==> config.mk <==
export PLATFORM = sky130hd
export DESIGN_NAME = fixed_block_pool_allocator_unit
export DESIGN_NICKNAME = d
export VERILOG_FILES = /design/src/design/fbpa_pkg.sv /design/src/design/fixed_block_pool_allocator_unit.sv /design/src/design/fbpa_regs.sv /design/src/design/fbpa_ctrl.sv /design/src/design/fbpa_datapath.sv
export SDC_FILE = /design/constraint.sdc
export NUM_CORES = 2
export LEC_CHECK = 0
export ABC_AREA = 1
export BUFFER_PORTS_ARGS = -buffer_cell sky130_fd_sc_hd__buf_2
export CAP_MARGIN = 20
export CORE_UTILIZATION = 46
export CTS_CLUSTER_SIZE = 28
export DETAILED_ROUTE_END_ITERATION = 7
export HOLD_SLACK_MARGIN = 0.05
export PLACE_DENSITY = 0.64
export SLEW_MARGIN = 20
export SYNTH_ARGS = -nofsm -noshare
export SYNTH_HDL_FRONTEND = slang
export SYNTH_SLANG_ARGS = --single-unit
==> constraint.sdc <==
create_clock -name i_clk -period 15.1 [get_ports i_clk]
set_clock_uncertainty 0.05 [all_clocks]
set_input_delay 4.53 -clock i_clk [delete_from_list [all_inputs] [get_ports i_clk]]
set_output_delay 4.53 -clock i_clk [all_outputs]
set_load 0.1 [all_outputs]
==> src/design/fbpa_pkg.sv <==
`timescale 1ns / 1ps
package fbpa_pkg;

    localparam int TOTAL_BLOCKS_DEF   = 256;
    localparam int FIRST_CHUNK_BLOCKS = 5;

    localparam int IDX_W   = 8;
    localparam int OFF_W   = 20;
    localparam int BPC_W   = 7;
    localparam int BSIZE_W = 13;

    localparam logic [BPC_W-1:0]   BPC_RESET   = 7'd5;
    localparam logic [BSIZE_W-1:0] BSIZE_RESET = 13'd16;

    // register index, taken from paddr[2]
    localparam logic REG_BLOCKS_PER_CHUNK = 1'b0;
    localparam logic REG_BLOCK_SIZE       = 1'b1;

    localparam logic MODE_ALLOC = 1'b0;
    localparam logic MODE_FREE  = 1'b1;

    typedef enum logic [1:0] {
        ST_DONE      = 2'd0,
        ST_OOM       = 2'd1,
        ST_NULL_FREE = 2'd2
    } t_status;

    typedef struct packed {
        logic [BPC_W-1:0]   blocks_per_chunk;
        logic [BSIZE_W-1:0] block_size;
    } t_cfg;

    // controller -> datapath
    typedef struct packed {
        logic capture;  // input transaction taken, latch fields and read link
        logic commit;   // execute the request and load the output register
    } t_cmd;

endpackage

==> src/design/fixed_block_pool_allocator_unit.sv <==
`timescale 1ns / 1ps
// A request is accepted in IDLE (fields latched, link store read) and runs in EXEC once
// the output register is free, loading its result there. No new request is taken until
// then, as the link store is written on execute and the next free-list head needs that read.
// Reset: i_rst_n synchronous, active low; empties the freed stack, rewinds the carve pointer,
// opens the first chunk and restores the registers. The link store is not cleared.
module fixed_block_pool_allocator_unit
    import fbpa_pkg::*;
#(
    parameter int TOTAL_BLOCKS = TOTAL_BLOCKS_DEF
) (
    input  logic        i_clk,
    input  logic        i_rst_n,
    input  logic        i_s_tvalid,
    output logic        o_s_tready,
    input  logic [7:0]  i_s_tdata,   // [7:0] free_index
    input  logic [1:0]  i_s_tuser,   // [0] mode, [1] free_is_null
    output logic        o_m_tvalid,
    input  logic        i_m_tready,
    output logic [31:0] o_m_tdata,   // [7:0] block_index, [27:8] byte_offset, [31:28] zero
    output logic [2:0]  o_m_tuser,   // [1:0] status, [2] chunk_added
    input  logic        psel,
    input  logic        penable,
    input  logic        pwrite,
    input  logic [2:0]  paddr,
    input  logic [31:0] pwdata,
    output logic [31:0] prdata,
    output logic        pready
);

    t_cfg             cfg;
    t_cmd             cmd;
    t_status          status;
    logic [IDX_W-1:0] block_index;
    logic [OFF_W-1:0] byte_offset;
    logic             chunk_added;

    fbpa_regs u_regs (
        .i_clk   (i_clk),
        .i_rst_n (i_rst_n),
        .psel    (psel),
        .penable (penable),
        .pwrite  (pwrite),
        .paddr   (paddr),
        .pwdata  (pwdata),
        .prdata  (prdata),
        .pready  (pready),
        .o_cfg   (cfg)
    );

    fbpa_ctrl u_ctrl (
        .i_clk      (i_clk),
        .i_rst_n    (i_rst_n),
        .i_s_tvalid (i_s_tvalid),
        .o_s_tready (o_s_tready),
        .o_m_tvalid (o_m_tvalid),
        .i_m_tready (i_m_tready),
        .o_cmd      (cmd)
    );

    fbpa_datapath #(
        .TOTAL_BLOCKS (TOTAL_BLOCKS)
    ) u_datapath (
        .i_clk          (i_clk),
        .i_rst_n        (i_rst_n),
        .i_cmd          (cmd),
        .i_cfg          (cfg),
        .i_mode         (i_s_tuser[0]),
        .i_free_index   (i_s_tdata),
        .i_free_is_null (i_s_tuser[1]),
        .o_status       (status),
        .o_block_index  (block_index),
        .o_byte_offset  (byte_offset),
        .o_chunk_added  (chunk_added)
    );

    assign o_m_tdata = {4'b0000, byte_offset, block_index};
    assign o_m_tuser = {chunk_added, status};

endmodule

==> src/design/fbpa_regs.sv <==
`timescale 1ns / 1ps
module fbpa_regs
    import fbpa_pkg::*;
(
    input  logic        i_clk,
    input  logic        i_rst_n,
    input  logic        psel,
    input  logic        penable,
    input  logic        pwrite,
    input  logic [2:0]  paddr,
    input  logic [31:0] pwdata,
    output logic [31:0] prdata,
    output logic        pready,
    output t_cfg        o_cfg
);

    logic [BPC_W-1:0]   r_blocks_per_chunk;
    logic [BSIZE_W-1:0] r_block_size;
    logic               wr_en;

    assign pready = 1'b1;
    assign wr_en  = psel & penable & pwrite & pready;

    always_ff @(posedge i_clk) begin
        if (!i_rst_n) begin
            r_blocks_per_chunk <= BPC_RESET;
            r_block_size       <= BSIZE_RESET;
        end else if (wr_en) begin
            case (paddr[2])
                REG_BLOCKS_PER_CHUNK: r_blocks_per_chunk <= pwdata[BPC_W-1:0];
                REG_BLOCK_SIZE:       r_block_size       <= pwdata[BSIZE_W-1:0];
                default: ;
            endcase
        end
    end

    always_comb begin
        case (paddr[2])
            REG_BLOCKS_PER_CHUNK: prdata = 32'(r_blocks_per_chunk);
            REG_BLOCK_SIZE:       prdata = 32'(r_block_size);
            default:              prdata = '0;
        endcase
    end

    assign o_cfg.blocks_per_chunk = r_blocks_per_chunk;
    assign o_cfg.block_size       = r_block_size;

endmodule

==> src/design/fbpa_ctrl.sv <==
`timescale 1ns / 1ps
module fbpa_ctrl
    import fbpa_pkg::*;
(
    input  logic i_clk,
    input  logic i_rst_n,
    input  logic i_s_tvalid,
    output logic o_s_tready,
    output logic o_m_tvalid,
    input  logic i_m_tready,
    output t_cmd o_cmd
);

    typedef enum logic [1:0] {
        S_IDLE = 2'b01,
        S_EXEC = 2'b10
    } t_state;

    t_state r_state, n_state;
    logic   r_out_valid, n_out_valid;
    logic   out_free;

    assign o_s_tready    = (r_state == S_IDLE);
    assign o_cmd.capture = (r_state == S_IDLE) && i_s_tvalid;
    // hold in EXEC until the output register can take the result
    assign out_free      = !r_out_valid || i_m_tready;
    assign o_cmd.commit  = (r_state == S_EXEC) && out_free;

    always_comb begin
        n_state = r_state;
        case (r_state)
            S_IDLE: if (i_s_tvalid) n_state = S_EXEC;
            S_EXEC: if (out_free)   n_state = S_IDLE;
            default: n_state = S_IDLE;
        endcase
    end

    always_comb begin
        n_out_valid = r_out_valid;
        if (o_cmd.commit) begin
            n_out_valid = 1'b1;
        end else if (i_m_tready) begin
            n_out_valid = 1'b0;
        end
    end

    always_ff @(posedge i_clk) begin
        if (!i_rst_n) begin
            r_state     <= S_IDLE;
            r_out_valid <= 1'b0;
        end else begin
            r_state     <= n_state;
            r_out_valid <= n_out_valid;
        end
    end

    assign o_m_tvalid = r_out_valid;

endmodule

==> src/design/fbpa_datapath.sv <==
`timescale 1ns / 1ps
module fbpa_datapath
    import fbpa_pkg::*;
#(
    parameter int TOTAL_BLOCKS = TOTAL_BLOCKS_DEF
) (
    input  logic             i_clk,
    input  logic             i_rst_n,
    input  t_cmd             i_cmd,
    input  t_cfg             i_cfg,
    input  logic             i_mode,
    input  logic [IDX_W-1:0] i_free_index,
    input  logic             i_free_is_null,
    output t_status          o_status,
    output logic [IDX_W-1:0] o_block_index,
    output logic [OFF_W-1:0] o_byte_offset,
    output logic             o_chunk_added
);

    // only indices below 256 can come back through a free
    localparam int LINK_DEPTH = (TOTAL_BLOCKS < 256) ? TOTAL_BLOCKS : 256;
    localparam int LINK_AW    = $clog2(LINK_DEPTH);
    localparam int CNT_W      = $clog2(TOTAL_BLOCKS + 1);
    localparam logic [16:0] TOTAL_L = 17'(TOTAL_BLOCKS);
    localparam logic [BPC_W-1:0] LEFT_RESET =
        BPC_W'((FIRST_CHUNK_BLOCKS < TOTAL_BLOCKS) ? FIRST_CHUNK_BLOCKS : TOTAL_BLOCKS);

    // link entry: valid bit over block index
    logic [IDX_W:0]     r_link [LINK_DEPTH];
    logic [IDX_W:0]     r_link_rd;
    logic [IDX_W:0]     r_top, n_top;
    logic [CNT_W-1:0]   r_carve_next, n_carve_next;
    logic [BPC_W-1:0]   r_carve_left, n_carve_left;

    logic               r_mode;
    logic [IDX_W-1:0]   r_fidx;
    logic               r_fnull;

    t_status            r_status;
    logic [IDX_W-1:0]   r_idx;
    logic [OFF_W-1:0]   r_off;
    logic               r_added;

    logic [BPC_W-1:0]   chunk_n;
    logic               fits;
    logic [BPC_W-1:0]   left_eff;
    logic               opened;
    logic               push;
    t_status            res_status;
    logic [IDX_W-1:0]   res_idx;
    logic               res_added;
    logic [20:0]        prod;

    always_ff @(posedge i_clk) begin
        if (i_cmd.capture) begin
            r_mode    <= i_mode;
            r_fidx    <= i_free_index;
            r_fnull   <= i_free_is_null;
            r_link_rd <= r_link[r_top[LINK_AW-1:0]];
        end
    end

    always_ff @(posedge i_clk) begin
        if (i_cmd.commit && push) begin
            r_link[r_fidx[LINK_AW-1:0]] <= r_top;
        end
    end

    assign chunk_n  = (i_cfg.blocks_per_chunk == '0) ? BPC_W'(1) : i_cfg.blocks_per_chunk;
    assign fits     = (17'(r_carve_next) + 17'(chunk_n)) <= TOTAL_L;
    assign opened   = (r_carve_left == '0) && fits;
    assign left_eff = opened ? chunk_n : r_carve_left;

    always_comb begin
        n_top        = r_top;
        n_carve_next = r_carve_next;
        n_carve_left = r_carve_left;
        push         = 1'b0;
        res_status   = ST_DONE;
        res_idx      = '0;
        res_added    = 1'b0;
        if (r_mode == MODE_FREE) begin
            if (r_fnull || (17'(r_fidx) >= TOTAL_L)) begin
                res_status = ST_NULL_FREE;
            end else begin
                push  = 1'b1;
                n_top = {1'b1, r_fidx};
            end
        end else if (r_top[IDX_W]) begin
            // pop the most recently freed block
            res_idx = r_top[IDX_W-1:0];
            n_top   = r_link_rd;
        end else if ((left_eff != '0) && (17'(r_carve_next) < TOTAL_L)) begin
            res_idx      = IDX_W'(r_carve_next);
            res_added    = opened;
            n_carve_next = r_carve_next + CNT_W'(1);
            n_carve_left = left_eff - BPC_W'(1);
        end else begin
            res_status = ST_OOM;
        end
    end

    assign prod = 21'(res_idx) * 21'(i_cfg.block_size);

    always_ff @(posedge i_clk) begin
        if (!i_rst_n) begin
            r_top        <= '0;
            r_carve_next <= '0;
            r_carve_left <= LEFT_RESET;
        end else if (i_cmd.commit) begin
            r_top        <= n_top;
            r_carve_next <= n_carve_next;
            r_carve_left <= n_carve_left;
        end
    end

    always_ff @(posedge i_clk) begin
        if (i_cmd.commit) begin
            r_status <= res_status;
            r_idx    <= res_idx;
            r_off    <= prod[OFF_W-1:0];
            r_added  <= res_added;
        end
    end

    assign o_status      = r_status;
    assign o_block_index = r_idx;
    assign o_byte_offset = r_off;
    assign o_chunk_added = r_added;

endmodule

**Word-level counts from Yosys, hierarchy flattened**

Memory sizes are Yosys's and may differ from the RTL's. A register that Yosys moved wholly into a read port is not among the register bits.
Cells that the tools add are included.

- $mul: 1
- Reduce and logical (&&, ||, !) cells: 19
- Order comparisons: 2
- Bitwise gates (word level): 6
- Multiplexer cells: 22
- $add $sub $neg: 3
- Eq/ne operators: 5

Operators by type and width:

| cell | number |
|---|---|
| 32-bit case mux with 2 select lines | 1 |
| 9-bit two-way mux | 3 |
| 8-bit two-way mux | 3 |
| 8-bit by 13-bit multiplier with 20-bit output | 1 |
| 17-bit by 9-bit less-or-equal comparator with 1-bit output, second input constant | 1 |
| 7-bit logical NOT | 2 |
| 7-bit two-way mux | 2 |
| 9-bit by 7-bit adder with 10-bit output | 1 |
| 2-bit two-way mux | 5 |
| 9-bit by 1-bit adder with 9-bit output, second input constant | 1 |
| 9-bit < comparator, second input constant | 1 |
| 2-bit AND reduction | 4 |
| 1-bit two-way mux | 7 |
| 7-bit nonzero test | 1 |
| 7-bit by 1-bit subtractor with 7-bit output, second input constant | 1 |
| 1-bit logical AND | 5 |
| 2-bit inequality test, second input constant | 2 |
| 1-bit inverter | 4 |
| 2-bit case mux with 2 select lines | 1 |
| 4-bit AND reduction | 1 |
| 2-bit nonzero test | 2 |
| 3-bit AND reduction | 1 |
| 3-bit OR reduction | 1 |
| 1-bit AND | 2 |
| other kinds (5) | 5 |

- Memories kept: 1
- Register bits after elaboration: 89
- Bits in writable memories: 2304
- Bits of input ports: 52
- Output and inout port bits: 70
- Logic and storage cells: 74

Memory list:

| name | words | bits a word | rd ports | clocked after memory_dff | write ports | line | text |
|---|---|---|---|---|---|---|---|
| u_datapath.r_link | 256 | 9 | 1 | 1 | 1 | fbpa_datapath.sv:29 | `logic [IDX_W:0] r_link [LINK_DEPTH];` |

**Logic depth before layout (Yosys ltp)**

- Depth in word-level cells: 12
- Depth in mapped cells: 50
- Mapped depth without buffers: 50

**Cells and area by module**

Synthesis repeated with hierarchy kept, for this count alone.

- Cell total of the unflattened synthesis: 7999
- Area total of the unflattened synthesis: 99042.5 um^2

Modules (own cells, without submodules):

| module | area an instance (um^2) | instances | sequential area each (um^2) | cells each |
|---|---|---|---|---|
| fbpa_datapath | 97693.7 | 1 | 71188.3 | 7793 |
| fbpa_regs | 1154.9 | 1 | 400.4 | 181 |
| fbpa_ctrl | 152.6 | 1 | 60.1 | 19 |
| fixed_block_pool_allocator_unit | 41.3 | 1 | 0.0 | 6 |

**Worst setup path before layout**

No wires, ideal clock.

- Path type: input to output
- Start point: input paddr[2]
- End point: output prdata[2]
- Buffers on the path: 1
- Slack: 3.549 ns
- Arrival: 6.971 ns
- Cell stages on the path: 3
- Required time: 10.520 ns
- Path through: clkbuf_1 inv_1 o21ai_0

- Cells in the longest elaborated chain, start to end: 2

Ends and longest elaborated chain:

| item | line | text |
|---|---|---|
| start: declaration | fixed_block_pool_allocator_unit.sv:25 | `input logic [2:0] paddr,` |
| 1-bit inverter | fbpa_regs.sv:38 | `case (paddr[2])` |
| 32-bit case mux with 2 select lines (*) | fbpa_regs.sv:38 |  |
| end: declaration | fixed_block_pool_allocator_unit.sv:27 | `output logic [31:0] prdata,` |

Every way passes the cells marked *; elsewhere a longest branch is shown, timed or not. The select of a mux whose other input is x is not followed.

**Worst setup path after layout**

Same ends and word-level chain as after synthesis.

==> impl_results.md <==
* Remaining antenna violation count after routing at 0
* Power Dens Cells at 121 nW/um^2
* Largest family of logic cells by synthesized area: compound AO/OA/AOI/OAI gates
* Setup TNS at 0 ns
* Hold Violations, Final at 0
* Leakage at 0.0368 uW
* Post-CTS setup buffers at 0
* Synth area leader: edfxtp_1
* Fin nets at 7,946
* Synth Area in Simple Gates at 0.0939
* Clock transition at the registers of the reported paths at 0.06 ns
* Share of the synthesized area in the top cell type at 0.717
* Status: finished, violations left
* Hpwl dp at 142,000 um
* Top FF cell, synth: edfxtp_1
* Synth Warn # at 0
* Most frequent cell after synthesis: edfxtp_1
* IR drop worst, VDD at 0.000127 V
* Die area at 216,000 sq um
* GRT Residual Overflow at 0
* CP max FO at 18
* Number of global-route vias before repair at 60,000
* CTS HTree Levels at 4
* Fin crit period at 10.11 ns
* Synth Area in Adders at 0.0195
* Critical R2R Capture: u_datapath.o_byte_offset[17]$_DFFE_PP_
* Failing checks: DRC
* Total GRT Usage at 0.232
* I/O Buffers at 76
* Final Cycle Share at 0.670
* RSZ-0062 raised after global routing: false
* Row Count at 169
* Synth top cells by count: 2,354 x edfxtp_1, 1,764 x nor2_1, 1,437 x o21ai_0, 701 x o22ai_1, 422 x clkbuf_1
* DR iter-0 viols at 7,826
* Tightest Pin Transition at 1.16 ns
* Final setup violation count at 0
* Req. time, crit path at 10.52 ns
* Synth Register Bits at 2,402
* Fillcell total at 18,000
* Initial antenna violation count at 8
* Top cells by area, synth: edfxtp_1 72%, o21ai_0 7.3%, nor2_1 6.7%, o22ai_1 4.5%, clkbuf_1 1.6%
* Crit end category: primary output
* Worst skew pair latency at 0.85 ns
* Seq/Total Area, Yosys at 0.727
* First-pass GRT wire length at 381,000 um
* Worst setup margin at 4.99 ns
* Post-synth EDFFs at 2,354
* Avg Vias per Cell at 5.94
* Root buf cell: clkbuf_16
* Startpoint types: input port
* WL/cell at 23.8 um
* Mapped Cells at 7,941
* Detailed-route wire length at 257,000 um
* Largest net degree at the start of global routing at 218
* I/O Pins at 122
* Max-slew violations at 0
* Synth Area in Compound Gates at 0.125
* Synth cell types at 47
* DR vias at 64,100
* Syn_area_per_cell at 12.4 sq um
* Post-Synth XOR/XNOR Area at 0.00249
* Worst setup path endpoint: prdata[2]
* CTS tree: done
* Fin util at 0.509
* Relative slew slack at 0.228
* Pre-CTS WS at 5.01 ns
* Core ar. at 213,000 sq um
* R2R Path Start: u_regs.r_blocks_per_chunk[4]$_SDFFE_PN0P_
* Post-synthesis mux area share at 0
* Max Cap Violations at 0
* Worst reg2reg path depth at 40
* Cts hold-fix bufs at 0
* Worst endpoint data arrival time at 5.53 ns
* Async set or reset register ratio after synthesis at 0
* Synth Cell Area at 98,500 sq um
* Clk sinks at 2,402
* Cells resized by post-CTS repair at 0
* Clock buffer depth at 3
* Drt pass-1 iters at 8
* Flop-to-flop setup slack at 6.87 ns
* Final GP Congestion at 0.861
* Critical Path Start: paddr[2]
* DRC errors left at 39
* Clock buffer count from CTS at 227
* Die width at 465 um
* Fmax at 98.9 MHz
* Die H at 465 um
* Kind of critical path: in2out
* P&R area growth vs syn at 9.73%
* Share of cells above drive strength 1 at 0.0668
* Hold Crit Class: reg2reg
* Initial Util at 0.464
## final cells by class
| type | instances | area (sq um) | area share |
|---|---|---|---|
| Tap cell | 2821 | 3530 | 0.0326 |
| Timing Repair Buffer | 168 | 1230 | 0.0114 |
| Clock buffer | 287 | 5930 | 0.0548 |
| Multi-Input combinational cell | 4801 | 23900 | 0.221 |
| Antenna cell | 3 | 7.51 | 0.0000694 |
| Clock inverter | 128 | 1150 | 0.0106 |
| Sequential cell | 2402 | 71700 | 0.663 |
| Inverter | 180 | 714 | 0.00661 |
## cell usage in the layout, fill, tap and decap left out, types with 4 or more instances in the layout
master and n:
a211oi_1 8, a21oi_1 87, a221oi_1 8, a31oi_1 5
buf_12 13, buf_2 76, buf_4 79, bufinv_16 16
clkbuf_1 59, clkbuf_16 228, clkinv_1 66, clkinv_2 35
clkinv_8 5, conb_1 24, dfxtp_1 39, dfxtp_4 9
edfxtp_1 2354, fa_1 66, ha_1 48, inv_1 160
inv_2 7, inv_6 7, nand2_1 382, nand2_2 26
nand2_4 4, nand3_1 156, nor2_1 1763, nor2_2 7
nor3_1 17, o21ai_0 1437, o21ai_1 7, o22ai_1 701
xnor2_1 8, xor2_1 20
## metal layers
layer	GRT usage	share of wire	vias to the layer above	routed length, um
li1	-	-	28700	-
met1	0.331	0.41	32000	106000
met2	0.357	0.46	2955	119000
met3	0.0422	0.090	436	23200
met4	0.0797	0.032	0	8150
met5	0	0	-	0
## worst min-delay path by stage
stage                     slack (ns)  cells after the start                                       to                               startpoint
after floorplan                 0.39                      2  u_datapath.r_carve_left[2]$_SDFFE_PN1P_  u_datapath.r_carve_left[2]$_SDFFE_PN1P_
after global placement          0.41                      2  u_datapath.r_carve_left[6]$_SDFFE_PN0P_  u_datapath.r_carve_left[6]$_SDFFE_PN0P_
after detailed placement        0.42                      2  u_datapath.r_carve_left[2]$_SDFFE_PN1P_  u_datapath.r_carve_left[2]$_SDFFE_PN1P_
after CTS                       0.43                      2  u_datapath.r_carve_left[2]$_SDFFE_PN1P_  u_datapath.r_carve_left[2]$_SDFFE_PN1P_
after global routing            0.45                      2  u_datapath.r_carve_left[6]$_SDFFE_PN0P_  u_datapath.r_carve_left[6]$_SDFFE_PN0P_
final                           0.43                      2  u_datapath.r_carve_left[6]$_SDFFE_PN0P_  u_datapath.r_carve_left[6]$_SDFFE_PN0P_
## flip-flops by register name (all words and copies together), names as in the netlist, 2 cells and up
register,count
u_regs.r_blocks_per_chunk,7
u_datapath.r_link,2304
u_datapath.o_status,2
u_regs.r_block_size,13
u_datapath.r_link_rd,9
u_datapath.o_block_index,8
u_datapath.r_carve_left,7
u_datapath.o_byte_offset,20
u_datapath.r_top,9
u_datapath.r_carve_next,9
u_datapath.r_fidx,8
u_ctrl.r_state,2
## critical path: stages
cell	delay (ns)
buf_2	0.25
inv_1	0.14
o21ai_0	0.16
buf_2	0.45
## cell families after synthesis
group,count (synthesis)
flip-flops,2402
AND/OR/NAND/NOR,2369
AO/OA/AOI/OAI,2266
buffers and inverters,760
adder cells (fa/ha/maj),114
XOR/XNOR,28
other,2
## metrics by stage
| stage | power (uW) | cell area [sq um] | std cells | hold slack, ns |
|---|---|---|---|---|
| 2_1_floorplan | 7580 | 98600 | 7963 | 0.392 |
| 3_3_place_gp | 7670 | 101000 | 10400 | 0.407 |
| 3_5_place_dp | 7670 | 101000 | 10400 | 0.417 |
| 4_1_cts | 13100 | 108000 | 10800 | 0.431 |
| 5_1_grt | 13400 | 108000 | 10800 | 0.445 |
| 6_report | 13000 | 108000 | 10800 | 0.427 |
## where the power goes
part | switching (uW) | leakage (uW) | internal, uW
clock network | 2450 | 0.00345 | 3040
logic | 232 | 0.0106 | 55.9
registers | 11.4 | 0.0227 | 7240
Power figures use the tool's default switching activity.
